<file path="config.mk">
export PLATFORM = sky130hd
export DESIGN_NAME = mfgd_front
export DESIGN_NICKNAME = d
export VERILOG_FILES = /design/src/hw/rtl/mfgd_pkg.sv /design/src/hw/rtl/mfgd_front.sv
export SDC_FILE = /design/constraint.sdc
export NUM_CORES = 1
export LEC_CHECK = 0
export ABC_AREA = 1
export BUFFER_PORTS_ARGS = -buffer_cell sky130_fd_sc_hd__buf_2
export CORE_AREA = 2 2 80 82
export DETAILED_ROUTE_END_ITERATION = 12
export DIE_AREA = 0 0 82 84
export GPL_ROUTABILITY_DRIVEN = 0
export PLACE_DENSITY = 0.67
export REMOVE_ABC_BUFFERS = 1
export SLEW_MARGIN = 15
export SYNTH_ARGS = -nofsm -noshare
export SYNTH_HDL_FRONTEND = slang
export SYNTH_SLANG_ARGS = --single-unit
</file>
<file path="constraint.sdc">
create_clock -name vclk -period 2.5
set_input_delay 0.375 -clock vclk [all_inputs]
set_output_delay 0.375 -clock vclk [all_outputs]
set_load 0.005 [all_outputs]
</file>
<file path="src/hw/rtl/mfgd_pkg.sv">
// ============================================================================
// mfgd_pkg
// Shared types, codes and helpers of the monochrome framebuffer glyph drawer.
// ============================================================================
`default_nettype none

package mfgd_pkg;

    // Byte index width: covers the largest buffer (8192 bytes) plus range checks
    localparam int FB_IDX_W = 14;

    // Command queue between front and back
    localparam int Q_DEPTH = 2;

    localparam logic [7:0] BYTE_WHITE = 8'hFF;
    localparam logic [7:0] BYTE_BLACK = 8'h00;
    localparam logic [7:0] MASK_TOP   = 8'h80;

    typedef enum logic [1:0] {
        CMD_PIXEL = 2'd0,
        CMD_GLYPH = 2'd1,
        CMD_FILL  = 2'd2,
        CMD_READ  = 2'd3
    } t_cmd;

    typedef enum logic [3:0] {
        ST_SWEEP,
        ST_IDLE,
        ST_PIX_RD,
        ST_PIX_WR,
        ST_GLYPH,
        ST_GLYPH_END,
        ST_READ_RD,
        ST_READ_DATA,
        ST_DONE
    } t_state;

    // Classified command as it travels through the queue
    typedef struct packed {
        t_cmd                cmd;
        logic                ok;     // pixel on screen / read index in buffer
        logic [FB_IDX_W-1:0] idx;    // byte index for pixel and read
        logic [7:0]          mask;   // pixel bit mask
        logic                color;  // 1 black, 0 white
        logic [7:0]          x;
        logic [7:0]          y;
        logic [63:0]         bits;
    } t_work;

    // First byte of a screen column: (col * height) / 8
    function automatic logic [FB_IDX_W-1:0] col_base(input logic [7:0] col,
                                                      input int unsigned height);
        logic [16:0] prod;
        prod = 17'(col) * 17'(height);
        return prod[16:3];
    endfunction

endpackage

`default_nettype wire

</file>
<file path="src/hw/rtl/mfgd_front.sv">
// ============================================================================
// mfgd_front
// Input side: takes command transactions, range checks and classifies them,
// computes pixel byte index and mask, and pushes them into the queue.
// ============================================================================
`default_nettype none

module mfgd_front #(
    parameter int SCREEN_WIDTH  = 256,
    parameter int SCREEN_HEIGHT = 128
) (
    input  wire logic               i_in_valid,
    output logic                    o_in_stall,
    input  wire logic [1:0]         i_command,
    input  wire logic [7:0]         i_x_pos,
    input  wire logic [7:0]         i_y_pos,
    input  wire logic               i_color,
    input  wire logic [63:0]        i_glyph_bits,
    input  wire logic [11:0]        i_read_index,
    input  wire logic               i_q_full,
    input  wire logic               i_clearing,
    output logic                    o_q_push,
    output mfgd_pkg::t_work         o_q_data
);

    import mfgd_pkg::*;

    localparam int FRAME_BYTES = (SCREEN_WIDTH * SCREEN_HEIGHT) / 8;

    logic [FB_IDX_W-1:0] pix_idx;
    logic                pix_ok;
    logic                rd_ok;
    t_work               work;

    // Pixel address and on-screen check
    always_comb begin
        pix_idx = col_base(i_x_pos, SCREEN_HEIGHT) + FB_IDX_W'(i_y_pos[7:3]);
        pix_ok  = ({1'b0, i_x_pos} < 9'(SCREEN_WIDTH)) &&
                  ({1'b0, i_y_pos} < 9'(SCREEN_HEIGHT)) &&
                  (pix_idx < FB_IDX_W'(FRAME_BYTES));
        rd_ok   = FB_IDX_W'(i_read_index) < FB_IDX_W'(FRAME_BYTES);
    end

    // Classify the command
    always_comb begin
        work.cmd   = t_cmd'(i_command);
        work.x     = i_x_pos;
        work.y     = i_y_pos;
        work.color = i_color;
        work.bits  = i_glyph_bits;
        work.mask  = MASK_TOP >> i_y_pos[2:0];
        unique case (work.cmd) inside
            CMD_PIXEL: begin
                work.idx = pix_idx;
                work.ok  = pix_ok;
            end
            CMD_READ: begin
                work.idx = FB_IDX_W'(i_read_index);
                work.ok  = rd_ok;
            end
            CMD_GLYPH, CMD_FILL: begin
                work.idx = '0;
                work.ok  = 1'b0;
            end
            default: begin
                work.idx = '0;
                work.ok  = 1'b0;
            end
        endcase
    end

    // Hold off while the queue is full or the buffer is being cleared
    assign o_in_stall = i_q_full || i_clearing;
    assign o_q_push   = i_in_valid && !o_in_stall;
    assign o_q_data   = work;

endmodule

`default_nettype wire

</file>
==> reports/qor.yml <==
cp_num_buf_inv: 5
antenna_left: 0
grtUsageTotal: 0.230
setup_viol: 0
cp_max_fo: 11
max_stage_delay_ns: 0.29
worst_ep_arrival_time_ns: 1.48
wl_um: 8370
synth_top_family_by_area: "buffers and inverters"
dieArea_mm2: 0.00689
switchingPower_w: 0.0000709
setup-tns-final_ns: 0
nNetsFinal: 259
antenna_found_initial: 0
area_growth_pct: -16.4
synth_top_cell_area_share: 0.589
synthMuxAreaShare: 0
peakVddDrop_uv: 25.7
worstPathRequired_ns: 2.12
min_from: "i_glyph_bits[0]"
vias: 954
timing.critical_path.max_delay_family: "buffers and inverters"
syn_area_per_cell_um2: 6.44
routedWlPerCell_um: 36.1
dpl_cell_area_um2: 895
hold_viol: 0
drt-pass1-iter-count: 5
cap_violations: 0
timing.hold.ws_ns: 0.750
seq_power_share: 0
num_rows: 29
overflow: 0
drt_iter0_markers: 47
synth_cells: 166
ioPinCount: 206
finalInstanceArea_um2: 895
pwr-share-clk: 0
combPwrFrac: 1.000
routed_via_density: 4.11
swShare: 0.543
io_buffers: 75
hold_class: "in -> out"
synth_compound_area_frac: 0.0772
ctsResizeCount: 0
die_w_um: 82
grt_max_degree: 13
synth-simple-area-share: 0.219
slew_viol_final: 0
syn_area_mm2: 0.00107
layout_min_cycle_time_ns: 1.85
setup.worst_path.end_class: "primary output"
yosys.area_share.adder: 0.0468
grt_pass1_vias: 839
max_freq_ghz: 0.539
holdBufCountCts: 0
worstSetupPathType: "in -> out"
critPathSlowestCell: "ha_1"
start_kind: "input pin"
die_h_um: 84
n_sequential_cell: 0
worstHoldPathCells: 0
drive_gt1_frac: 0.535
rsz0062_at_grt: "no"
internal-power_w: 0.0000598
grt_pass1_wl_um: 9910
core-area_mm2: 0.00610
synthXorXnorAreaFrac: 0
synth_area_leaders: "buf_4 (59%), nand2_1 (8.1%), a22o_1 (4.9%), ha_1 (4.7%), nand3_1 (4.2%)"
drcViolationCount: 0
cp_cell_sequence: "buf_2 -> inv_1 -> ha_1 -> inv_2 -> nand2_2 -> inv_2 -> nand2_1 -> o21ai_1 -> buf_2"
place_hpwl_um: 8000
holdPathEnd: "o_q_data[0]"
power.density_mw_per_mm2: 146
initial_core_util: 0.175
ys_types: 19
yosys.area.top_type: "buf_4"
p_leak_nw: 0.555
status: "complete, no violations"
clockBufferCount: 0
yosys_warnings: 0
diodes: 0
fin_crit_sh: 0.742
totalPowerFinal_w: 0.000131
ys_seq_area_frac: 0
regArea_um2: 0
postCtsSetupBuffers: 0
==> power by group through the flow <==
stage	Sequential, W	Clock (W)	Combinational [W]
after floorplan	0	0	0.0000458
after global placement	0	0	0.000128
after detailed placement	0	0	0.000131
after CTS	0	0	0.000131
after global routing	0	0	0.000145
final	0	0	0.000131
==> cell usage after synthesis (all sizes together) <==
cell type and n:
nand4 1, inv 14, a21oi 1, o21ai 2
a22o 6, or2 1, conb 1, nor3 8
ha 4, o21bai 2, nor2 6, nand3 9
buf 86, nand2 25
==> stage by stage <==
stage | instances | worst slack [ns] | util
after floorplan | 80 | 0.992 | -
after global placement | 232 | 0.668 | 0.147
after detailed placement | 232 | 0.643 | 0.147
after CTS | 232 | 0.635 | 0.147
after global routing | 232 | 0.533 | 0.147
final | 232 | 0.646 | 0.147
==> worst max-delay path by stage <==
stage	cells past startpoint	to	from
CTS	9	o_q_data[95]	i_command[0]
finish	9	o_q_data[95]	i_command[0]
global placement	9	o_q_data[95]	i_command[0]
floorplan	6	o_q_data[99]	i_x_pos[0]
global route	9	o_q_data[95]	i_command[0]
detailed placement	9	o_q_data[95]	i_command[0]
==> kinds of logic after synthesis <==
kind of cell / Yosys count
simple gates: 50
buf+inv: 100
compound gates: 11
fa+ha+maj: 4
other cells: 1
==> metal layers <==
metal / vias to the layer above / routed length, um / track usage
met2: 158 / 4140 / 0.406
li1: 418 / - / -
met5: - / 0 / 0
met4: 0 / 59 / 0.00606
met1: 374 / 1220 / 0.101
met3: 4 / 2960 / 0.378
==> cells in the final DEF (no fill, tap or decap), types with 2 or more instances in the layout <==
cell type and count:
nor2_4 2, buf_2 75, inv_1 11, nor3_1 8
nand3_1 9, a22o_1 6, nor2_1 4, ha_1 4
nand2_2 2, nand2_1 23, inv_2 3, o21bai_1 2
o21ai_1 2
==> layout make-up <==
class              instances  area, um^2
repair buffers            75         375
well taps                 77        96.3
multi-input cells         66         370
fillers                  741        5200
inverters                 14        52.6
No activity file was read; power rests on OpenSTA's default activity.
