[src/hw/rtl/mfgd_pkg.sv]
// ============================================================================
// mfgd_pkg
// Shared types, codes and helpers of the monochrome framebuffer glyph drawer.
// ============================================================================
`default_nettype none

package mfgd_pkg;

    // Byte index width: covers the largest buffer (8192 bytes) plus range checks
    localparam int FB_IDX_W = 14;

    // Command queue between front and back
    localparam int Q_DEPTH = 2;

    localparam logic [7:0] BYTE_WHITE = 8'hFF;
    localparam logic [7:0] BYTE_BLACK = 8'h00;
    localparam logic [7:0] MASK_TOP   = 8'h80;

    typedef enum logic [1:0] {
        CMD_PIXEL = 2'd0,
        CMD_GLYPH = 2'd1,
        CMD_FILL  = 2'd2,
        CMD_READ  = 2'd3
    } t_cmd;

    typedef enum logic [3:0] {
        ST_SWEEP,
        ST_IDLE,
        ST_PIX_RD,
        ST_PIX_WR,
        ST_GLYPH,
        ST_GLYPH_END,
        ST_READ_RD,
        ST_READ_DATA,
        ST_DONE
    } t_state;

    // Classified command as it travels through the queue
    typedef struct packed {
        t_cmd                cmd;
        logic                ok;     // pixel on screen / read index in buffer
        logic [FB_IDX_W-1:0] idx;    // byte index for pixel and read
        logic [7:0]          mask;   // pixel bit mask
        logic                color;  // 1 black, 0 white
        logic [7:0]          x;
        logic [7:0]          y;
        logic [63:0]         bits;
    } t_work;

    // First byte of a screen column: (col * height) / 8
    function automatic logic [FB_IDX_W-1:0] col_base(input logic [7:0] col,
                                                      input int unsigned height);
        logic [16:0] prod;
        prod = 17'(col) * 17'(height);
        return prod[16:3];
    endfunction

endpackage

`default_nettype wire

[src/hw/rtl/mfgd_queue.sv]
// ============================================================================
// mfgd_queue
// Short FIFO of classified commands between front and back.
// ============================================================================
`default_nettype none

module mfgd_queue (
    input  wire logic            i_clk,
    input  wire logic            i_rst_n,
    input  wire logic            i_push,
    input  wire mfgd_pkg::t_work i_data,
    output logic                 o_full,
    input  wire logic            i_pop,
    output mfgd_pkg::t_work      o_data,
    output logic                 o_empty
);

    import mfgd_pkg::*;

    localparam int PW = (Q_DEPTH > 1) ? $clog2(Q_DEPTH) : 1;
    localparam int CW = $clog2(Q_DEPTH + 1);

    t_work          r_slot [Q_DEPTH];
    logic [PW-1:0]  r_wr_ptr;
    logic [PW-1:0]  r_rd_ptr;
    logic [CW-1:0]  r_count;

    assign o_full  = r_count == CW'(Q_DEPTH);
    assign o_empty = r_count == '0;
    assign o_data  = r_slot[r_rd_ptr];

    // Pointers and fill level
    always_ff @(posedge i_clk) begin
        if (!i_rst_n) begin
            r_wr_ptr <= '0;
            r_rd_ptr <= '0;
            r_count  <= '0;
        end else begin
            if (i_push) begin
                r_wr_ptr <= (r_wr_ptr == PW'(Q_DEPTH - 1)) ? '0 : r_wr_ptr + 1'b1;
            end
            if (i_pop) begin
                r_rd_ptr <= (r_rd_ptr == PW'(Q_DEPTH - 1)) ? '0 : r_rd_ptr + 1'b1;
            end
            if (i_push && !i_pop) begin
                r_count <= r_count + 1'b1;
            end else if (!i_push && i_pop) begin
                r_count <= r_count - 1'b1;
            end
        end
    end

    // Entry storage
    always_ff @(posedge i_clk) begin
        if (i_push) begin
            r_slot[r_wr_ptr] <= i_data;
        end
    end

endmodule

`default_nettype wire

[config.mk]
export PLATFORM = sky130hd
export DESIGN_NAME = mfgd_queue
export DESIGN_NICKNAME = d
export VERILOG_FILES = /design/src/hw/rtl/mfgd_pkg.sv /design/src/hw/rtl/mfgd_queue.sv
export SDC_FILE = /design/constraint.sdc
export NUM_CORES = 1
export LEC_CHECK = 0
export BUFFER_PORTS_ARGS = -buffer_cell sky130_fd_sc_hd__buf_2
export CAP_MARGIN = 20
export CORE_MARGIN = 3
export CORE_UTILIZATION = 47
export DETAILED_ROUTE_END_ITERATION = 10
export PLACE_DENSITY_LB_ADDON = 0.05
export SLEW_MARGIN = 20
export SYNTH_ARGS = -nofsm -noshare
export SYNTH_HDL_FRONTEND = slang
export SYNTH_SLANG_ARGS = --single-unit
[constraint.sdc]
create_clock -name i_clk -period 6.11 [get_ports i_clk]
set_clock_uncertainty 0.05 [all_clocks]
set_input_delay 1.222 -clock i_clk [delete_from_list [all_inputs] [get_ports i_clk]]
set_output_delay 1.222 -clock i_clk [all_outputs]
set_load 0.05 [all_outputs]
==> metrics.md, run 1 <==
| Metric | Value |
|---|---|
| Critical path class | flip-flop to output pin |
| Antenna diode count | 0 |
| Pin count of the biggest net entering global routing | 89 |
| Slew Limit Fails | 0 |
| I/O pin total | 218 |
| Fillcell total | 1,296 |
| Max incr delay on CP | 780 ps |
| Power density over the cells | 355 nW/um^2 |
| Mapped Nets | 463 |
| Worst vdd ir | 0.000275 V |
| Final nets | 696 |
| Worst Reg-to-Reg Cells | 2 |
| Initial Util | 48.2% |
| Residual DRC count | 0 |
| Synthesized flop and latch total | 217 |
| Worst Max-Slew Pin Slew | 908 ps |
| Count of cell types in the netlist | 17 |
| RSZ-0062 raised after global routing | false |
| Std-Cell Rows | 47 |
| GP Congestion | 0.726 |
| Final Hold Fails | 0 |
| First-pass GRT wire length | 21,400 um |
| IO Port Bufs | 217 |
| Setup-failing EPs final | 0 |
| Longest Clk Path Bufs | 3 |
| Layout area overhead | 25.0% |
| Slowest CP cell | dfxtp_4 |
| Most common cell after layout, fill and taps aside | buf_2 |
| Critical R2R Launch | r_wr_ptr |
| Syn avg cell area | 22.8 sq um |
| Relative slew slack | 39.5% |
| Clock sink count | 217 |
| Clk root buf | clkbuf_16 |
| Drt pass-1 iters | 4 |
| Reg-to-Reg End | r_slot[1][1] |
| Req. time, crit path | 4840 ps |
| Final Cycle Share | 62.2% |
| Crit. End Element | output pin |
| Setup TNS Final | 0 ps |
| CP Cell Sequence | buf_4, mux2_2, buf_2 |
| Vias in the first global route | 4,086 |
| CP arrival | 2530 ps |
| DRT antenna net count | 0 |
| Die Y | 137 um |
| Aggregate global routing overflow | 0 |
| Post-cts sizing count | 0 |
| Clock latency on the worst-skew pair | 480 ps |
| Commonest non-fill, non-tap cells in the layout | buf_2 (217), edfxtp_1 (212), mux2_2 (66) |
| R2r setup slk | 3820 ps |
| Area of the mapped netlist | 8020 sq um |
| Global Route Usage Sum | 15.0% |
| Post-Synthesis Cells | 352 |
| Post-Place Worst Slack | 2780 ps |
| Postcts setup bufs | 0 |
| Post-Layout Cell Count | 821 |
| Sequential area share after synthesis | 80.6% |
| Initial antenna violation count | 5 |
| Drt total wl | 14,800 um |
| Placed cells | 781 |
| Final worst slack | 2310 ps |
| Minimum clock period | 3800 ps |
| Final HPWL DP | 9780 um |
| CTS Buf Count | 22 |
| Status | finished clean |
| Total power | 3.56 mW |
| CTS Hold Bufs | 0 |
| Number of synthesis warnings | 0 |
| H-Tree Depth | 1 |
| CTS tree | yes |
| Design Area, Final | 10,000 sq um |
| Die area | 18,700 sq um |
| Detailed Route Iter0 Violations | 162 |
| Crit path max fanout | 42 |
| Vias | 3,963 |
| End of the critical path | o_data[90] |
| Routed wire per std cell | 18.0 um |
| Hold WC Path Type | flip-flop to flip-flop |
| Startpoint types | flip-flop |
| Max-cap violations | 0 |
| P_leak | 3.86 nW |
| Vias per Instance | 4.83 |
| Achievable Freq | 263 MHz |
| DIE WIDTH | 137 um |
| Core ar. | 16,600 sq um |
| Share of layout cells above drive strength 1 | 60.1% |
| Area of placed instances | 9340 sq um |
| Clock transition at the registers of the reported paths | 60 ps |
==> metal layers <==
layer	vias to the layer above	GRT usage, %	part of all wire, %
li1	1868	-	-
met1	1907	17.1	37
met2	142	26.2	51
met3	36	5.63	10
met4	10	4.65	1.8
met5	-	0	0.38
==> cell usage after synthesis <==
library cell | instances | share of area, %
inv_1 | 1 | 0.047
o21ai_0 | 1 | 0.062
or3_1 | 1 | 0.078
nor2_1 | 1 | 0.047
o21a_1 | 1 | 0.094
ha_1 | 1 | 0.16
dfxtp_1 | 5 | 1.2
a21boi_1 | 1 | 0.094
buf_2 | 6 | 0.37
nor2b_1 | 3 | 0.23
mux2_4 | 40 | 7.5
xor2_1 | 2 | 0.22
and2_1 | 4 | 0.31
buf_6 | 6 | 0.84
edfxtp_1 | 212 | 79
mux2_2 | 66 | 9.3
xnor2_1 | 1 | 0.11
==> cell type report <==
class,instances,area [sq um],area share (%)
Sequential cell,217,6470,64.5
Clock buffer,33,653,6.51
Multi-Input combinational cell,122,1470,14.6
Tap cell,220,275,2.74
Inverter,1,3.75,0.0374
Clock inverter,7,31.3,0.312
Timing Repair Buffer,221,1130,11.3
==> worst min-delay path by stage <==
stage,start,end,slack (ps),depth (start not counted)
6_report,r_count[1],r_count[1],470,2
5_1_grt,r_count[1],r_count[1],520,2
4_1_cts,r_count[1],r_count[1],470,2
3_5_place_dp,r_count[1],r_count[1],460,2
3_3_place_gp,r_count[1],r_count[1],430,2
2_1_floorplan,r_count[1],r_count[1],420,2
==> kinds of logic (layout without fill, tap and decap cells) <==
group	count (synthesis)	after routing	share of synthesized area [%]
adder cells (fa/ha/maj)	1	1	0.156
multiplexers	106	106	16.7
flip-flops	217	217	80.6
buffers and inverters	13	262	1.26
AND/OR/NAND/NOR	9	9	0.670
AO/OA/AOI/OAI	3	3	0.250
XOR/XNOR	3	3	0.328
==> registers in the layout, indices dropped and copies added, names as in the netlist, named ones only <==
name and flops:
r_rd_ptr 1, r_wr_ptr 1, r_count 2, r_slot 212
==> worst max-delay path, delay by kind of cell, from the launching register on <==
kind / cells / cell delay, ps
buf+inv: 2 / 810
flops: 1 / 780
mux: 1 / 400
==> report_power, final <==
| part | leakage, nW | total (mW) | switching (mW) | internal, mW |
|---|---|---|---|---|
| logic | 1.49 | 0.562 | 0.390 | 0.172 |
| registers | 2.03 | 1.75 | 0.0306 | 1.72 |
| clock network | 0.340 | 1.24 | 0.506 | 0.736 |
==> through the flow <==
step | utilization (%) | hold WS, ps
after floorplan | - | 416
after global placement | 56.1 | 426
after detailed placement | 56.1 | 464
after CTS | 60.3 | 473
after global routing | 60.3 | 516
final | 60.3 | 469
(Power assumes the default switching activity.)
==> run 2: changes to the inputs <==
==> constraint.sdc (replaced) <==
create_clock -name i_clk -period 3.2 [get_ports i_clk]
set_clock_uncertainty 0.05 [all_clocks]
set_input_delay 0.64 -clock i_clk [delete_from_list [all_inputs] [get_ports i_clk]]
set_output_delay 0.64 -clock i_clk [all_outputs]
set_load 0.05 [all_outputs]
==> run 2 against run 1 <==
- clock power is 100% higher
- utilization increased by 0.69 points
- die area stayed put
- worst setup slack got worse by 1800 ps
- routed wire length grew 0.47%
- register-to-register slack lost 2300 ps
- largest cell class unchanged
- highest routed layer unchanged
==> metrics.md, run 2 (synthesis gave the netlist of run 1 again) <==
| Metric | Value |
|---|---|
| Vias per Instance | 4.87 |
| Status | finished clean |
| Longest Clk Path Bufs | 3 |
| Minimum clock period | 2680 ps |
| Share of layout cells above drive strength 1 | 60.3% |
| Slowest CP cell | dfxtp_4 |
| Achievable Freq | 373 MHz |
| Net Sw Frac | 25.7% |
| Drt total wl | 14,800 um |
| Final HPWL DP | 10000 um |
| Aggregate global routing overflow | 0 |
| Largest regs | r_slot: 212 flops, r_count: 2 flops |
| Clock latency on the worst-skew pair | 480 ps |
| Comb pwr share | 15.8% |
| CTS tree | yes |
| Crit. End Element | output pin |
| Clock sink count | 217 |
| First-pass GRT wire length | 21,700 um |
| Req. time, crit path | 2510 ps |
| Design Area, Final | 10,100 sq um |
| Die area | 18,700 sq um |
| CP arrival | 1990 ps |
| Relative slew slack | 72.1% |
| P_leak | 3.91 nW |
| Slew Limit Fails | 0 |
| Power density over the cells | 687 nW/um^2 |
| RSZ-0062 raised after global routing | false |
| Max-cap violations | 0 |
| Post-Layout Cell Count | 825 |
| DRT antenna net count | 0 |
| Final Cycle Share | 83.7% |
| CTS Buf Count | 22 |
| Setup-failing EPs final | 0 |
| Int Pwr | 5.18 mW |
| Crit path max fanout | 21 |
| Post-cts sizing count | 0 |
| Clk root buf | clkbuf_16 |
| Postcts setup bufs | 0 |
| DIE WIDTH | 137 um |
| Routed wire per std cell | 18.0 um |
| Max incr delay on CP | 530 ps |
| Std-Cell Rows | 47 |
| Hold slack | 277 ps |
| H-Tree Depth | 1 |
| Commonest non-fill, non-tap cells in the layout | buf_2 (217), edfxtp_1 (212), mux2_2 (66) |
| Initial antenna violation count | 2 |
| GP Congestion | 0.708 |
| Die Y | 137 um |
| CTS Hold Bufs | 0 |
| Clock group share of total power | 36.4% |
| Final nets | 699 |
| Setup TNS Final | 0 ps |
| Global Route Usage Sum | 15.2% |
| Worst Max-Slew Pin Slew | 419 ps |
| Pin count of the biggest net entering global routing | 52 |
| Total power | 6.97 mW |
| Detailed Route Iter0 Violations | 178 |
| Hold WC Path Type | primary input to flip-flop |
| Initial Util | 48.2% |
| I/O pin total | 218 |
| Layout area overhead | 26.4% |
| Startpoint types | flip-flop |
| Flop pwr share | 47.8% |
| Core ar. | 16,600 sq um |
| Area of placed instances | 9420 sq um |
| Critical path class | flip-flop to output pin |
| Clock transition at the registers of the reported paths | 60 ps |
| Vias in the first global route | 4,104 |
| Vias | 4,016 |
| Placed cells | 784 |
| Largest Register | r_slot |
| Residual DRC count | 0 |
| Worst vdd ir | 0.000457 V |
| Final Hold Fails | 0 |
| IO Port Bufs | 217 |
| Max reg flops | 212 |
| Most common cell after layout, fill and taps aside | buf_2 |
| Psw | 1.79 mW |
| CP Cell Sequence | buf_4, mux2_2, buf_2 |
| Drt pass-1 iters | 4 |
| Fillcell total | 1,280 |
[run 2: cell types whose count changed in the layout (fill, tap and decap cells not counted), sizes merged]
cell,delta
clkbuf,-5
diode,+1
clkinv,+2
bufinv,+3
buf,+3
[run 2: layout make-up]
| class | instances | area, sq um | share of cell area, % |
|---|---|---|---|
| tap | 220 | 275 | 2.71 |
| multi-input combinational | 122 | 1470 | 14.5 |
| antenna | 1 | 2.50 | 0.0247 |
| timing repair buffer | 224 | 1200 | 11.8 |
| sequential | 217 | 6470 | 63.8 |
| clock buffer | 28 | 594 | 5.86 |
| clock inverter | 12 | 130 | 1.28 |
| inverter | 1 | 3.75 | 0.0370 |
[run 2: power groups by stage]
stage	sequential (mW)	combinational, mW	clock (mW)
6_report	3.33	1.10	2.54
5_1_grt	3.34	1.16	2.71
4_1_cts	3.33	1.12	2.61
3_5_place_dp	3.39	1.12	0
3_3_place_gp	3.38	1.10	0
2_1_floorplan	3.37	0.854	0
[run 2: path summary, 6_finish.rpt]
kind | from | to | slack (ps) | cells after the start
worst max-delay path | flip-flop | o_data[7] | 520 | 3
worst min-delay path | i_data[40] | r_slot[1][40] | 280 | 1
worst max register to register | r_wr_ptr | r_slot[1][102] | 1510 | 2
worst min register to register | r_count[1] | r_count[1] | 450 | 2
[run 2: stage by stage]
step	utilization, %	setup WS (ps)
after floorplan	-	471
after global placement	56.6	1040
after detailed placement	56.6	994
after CTS	60.9	470
after global routing	61.0	420
final	61.0	522
[run 2: worst max-delay path: cells and delay by family, from the launching register on]
| kind | cells | cell delay [ps] |
|---|---|---|
| buf+inv | 2 | 580 |
| flops | 1 | 530 |
| mux | 1 | 380 |
[run 2: metal layers]
| metal | up-vias | part of all wire (%) | global-route usage [%] |
|---|---|---|---|
| met3 | 31 | 9.5 | 5.11 |
| li1 | 1870 | - | - |
| met5 | - | 0.047 | 0 |
| met2 | 140 | 51 | 25.9 |
| met1 | 1973 | 38 | 18.3 |
| met4 | 2 | 2.0 | 4.76 |
==> run 3: changes to the inputs <==
==> constraint.sdc (replaced) <==
create_clock -name i_clk -period 2.4 [get_ports i_clk]
set_clock_uncertainty 0.05 [all_clocks]
set_input_delay 0.48 -clock i_clk [delete_from_list [all_inputs] [get_ports i_clk]]
set_output_delay 0.48 -clock i_clk [all_outputs]
set_load 0.05 [all_outputs]
==> run 3 against run 2 <==
- register-to-register slack lost 500 ps
- clock power up 18%
- total power grew 28%
- combinational power increased by 35%
- hold slack worse by 150 ps
- critical path depth stayed put
- utilization decreased by 0.36 points
- routed wire length fell by 1.8%
- critical path type unchanged
- largest power group unchanged
==> metrics.md, run 3 (synthesis gave the netlist of run 1 again) <==
| Metric | Value |
|---|---|
| Critical path's top delay family | buffers and inverters |
| Net Sw Frac | 26.3% |
| Worst Max-Slew Pin Slew | 466 ps |
| Slew Limit Fails | 0 |
| Relative slew slack | 69.0% |
| Core ar. | 16,600 sq um |
| R2r setup slk | 1010 ps |
| Global Route Usage Sum | 15.0% |
| Status | finished clean |
| Final nets | 701 |
| Worst Reg-to-Reg Cells | 2 |
| Fillcell total | 1,284 |
| CTS Buf Count | 22 |
| Largest Register | r_slot |
| Vias in the first global route | 4,169 |
| Detailed Route Iter0 Violations | 230 |
| Multi-input gate area | 1470 sq um |
| Min-delay src | i_data[10] |
| Pin count of the biggest net entering global routing | 84 |
| Std-Cell Rows | 47 |
| CP arrival | 1820 ps |
| Flop pwr share | 49.8% |
| P_leak | 3.87 nW |
| I/O pin total | 218 |
| Setup TNS Final | 0 ps |
| H-Tree Depth | 1 |
| Placed cells | 785 |
| Max reg flops | 212 |
| Slowest CP cell | dfxtp_4 |
| Die Y | 137 um |
| Antenna diode count | 0 |
| Setup-failing EPs final | 0 |
| Reg-to-Reg End | r_slot[1][47] |
| Clock group share of total power | 33.6% |
| CP Cell Sequence | buf_16, mux2_2, buf_2 |
| Achievable Freq | 425 MHz |
| DRT antenna net count | 0 |
| Psw | 2.34 mW |
| Drt total wl | 14,600 um |
| Minimum clock period | 2350 ps |
| Critical path class | flip-flop to output pin |
| Crit. End Element | output pin |
| Vias | 3,989 |
| DIE WIDTH | 137 um |
| Final Hold Fails | 0 |
| Routed wire per std cell | 17.7 um |
| Clock sink count | 217 |
| Residual DRC count | 0 |
| Layout area overhead | 25.7% |
| FF/Latch Area | 6470 sq um |
| Hold-critical path depth | 1 |
| Aggregate global routing overflow | 0 |
| Comb pwr share | 16.7% |
| Final HPWL DP | 9640 um |
| Critical R2R Launch | r_wr_ptr |
| Share of layout cells above drive strength 1 | 59.9% |
| Commonest non-fill, non-tap cells in the layout | buf_2 (213), edfxtp_1 (212), mux2_2 (66) |
| Drt pass-1 iters | 4 |
| Hold WC Path Type | primary input to flip-flop |
| Crit path max fanout | 32 |
| Worst vdd ir | 0.000667 V |
| GP Congestion | 0.735 |
| Clock latency on the worst-skew pair | 480 ps |
| Final Util | 60.6% |
| Post-Layout Cell Count | 823 |
| Final Cycle Share | 98.0% |
| Power density over the cells | 884 nW/um^2 |
| Final worst slack | 48.4 ps |
| Req. time, crit path | 1870 ps |
| Int Pwr | 6.57 mW |
| Initial Util | 48.2% |
| Post-Place Worst Slack | 409 ps |
| Max-cap violations | 0 |
| IO Port Bufs | 217 |
| Clk root buf | clkbuf_16 |
| Die area | 18,700 sq um |
| RSZ-0062 raised after global routing | true |
| Total power | 8.91 mW |
| Largest regs | r_slot: 212 flops, r_count: 2 flops |
| Worst-case hold path end point | r_slot[1][10] |
| Buf+Inv Stages, Crit Path | 2 |
| Vias per Instance | 4.85 |
| Max incr delay on CP | 470 ps |
| Most common cell after layout, fill and taps aside | buf_2 |
| Longest Clk Path Bufs | 3 |
| CTS tree | yes |
| Initial antenna violation count | 1 |
| Startpoint types | flip-flop |
| First-pass GRT wire length | 21,600 um |
| Clock transition at the registers of the reported paths | 60 ps |
## run 3: cell count changes in the layout (fill, tap and decap cells not counted), moves of 2 or more
| cell | delta |
|---|---|
| clkinv_1 | +4 |
| buf_2 | -4 |
| buf_4 | +5 |
| clkbuf_1 | -2 |
| bufinv_16 | -3 |
| clkinv_2 | -3 |
## run 3: worst max path at each step
stage	cells after the start	endpoint	slack, ps	startpoint
3_3_place_gp	3	o_data[91]	430	flip-flop
3_5_place_dp	3	o_data[86]	410	flip-flop
2_1_floorplan	1	r_slot[0][0]	-170	i_push
5_1_grt	3	o_data[90]	-30	flip-flop
6_report	3	o_data[92]	50	flip-flop
4_1_cts	3	o_data[86]	6	flip-flop
## run 3: through the flow
step / hold WS (ps) / cell area [sq um]
floorplan: 416 / 8030
global placement: 424 / 9420
detailed placement: 440 / 9420
CTS: 104 / 10100
global route: 103 / 10100
finish: 124 / 10100
## run 3: final cells by class
cell class / instances / area share [%]
sequential: 217 / 64.2
clock inverter: 11 / 0.472
clock buffer: 26 / 5.82
multi-input combinational: 122 / 14.5
timing repair buffer: 226 / 12.2
inverter: 1 / 0.0372
tap: 220 / 2.73
## run 3: per-layer routing
layer | up-vias | part of all wire (%) | GRT usage (%)
met3 | 33 | 10 | 5.70
met1 | 1929 | 37 | 17.7
li1 | 1878 | - | -
met5 | - | 0.048 | 0
met4 | 2 | 2.6 | 5.38
met2 | 147 | 50 | 25.2
## run 3: repair_timing
item | 4_1_cts | 5_1_grt
pin swaps | 0 | 0
hold buffers | 0 | 0
setup buffers | 1 | 0
endpoints found under the setup margin | 89 | 21
resized for setup | 2 | 5
## run 3: power groups by stage
stage / Combinational (mW) / Sequential [mW] / Clock (mW)
after CTS: 1.51 / 4.44 / 3.10
after floorplan: 1.14 / 4.50 / 0
after detailed placement: 1.49 / 4.52 / 0
final: 1.49 / 4.43 / 2.99
after global routing: 1.57 / 4.45 / 3.25
after global placement: 1.48 / 4.51 / 0
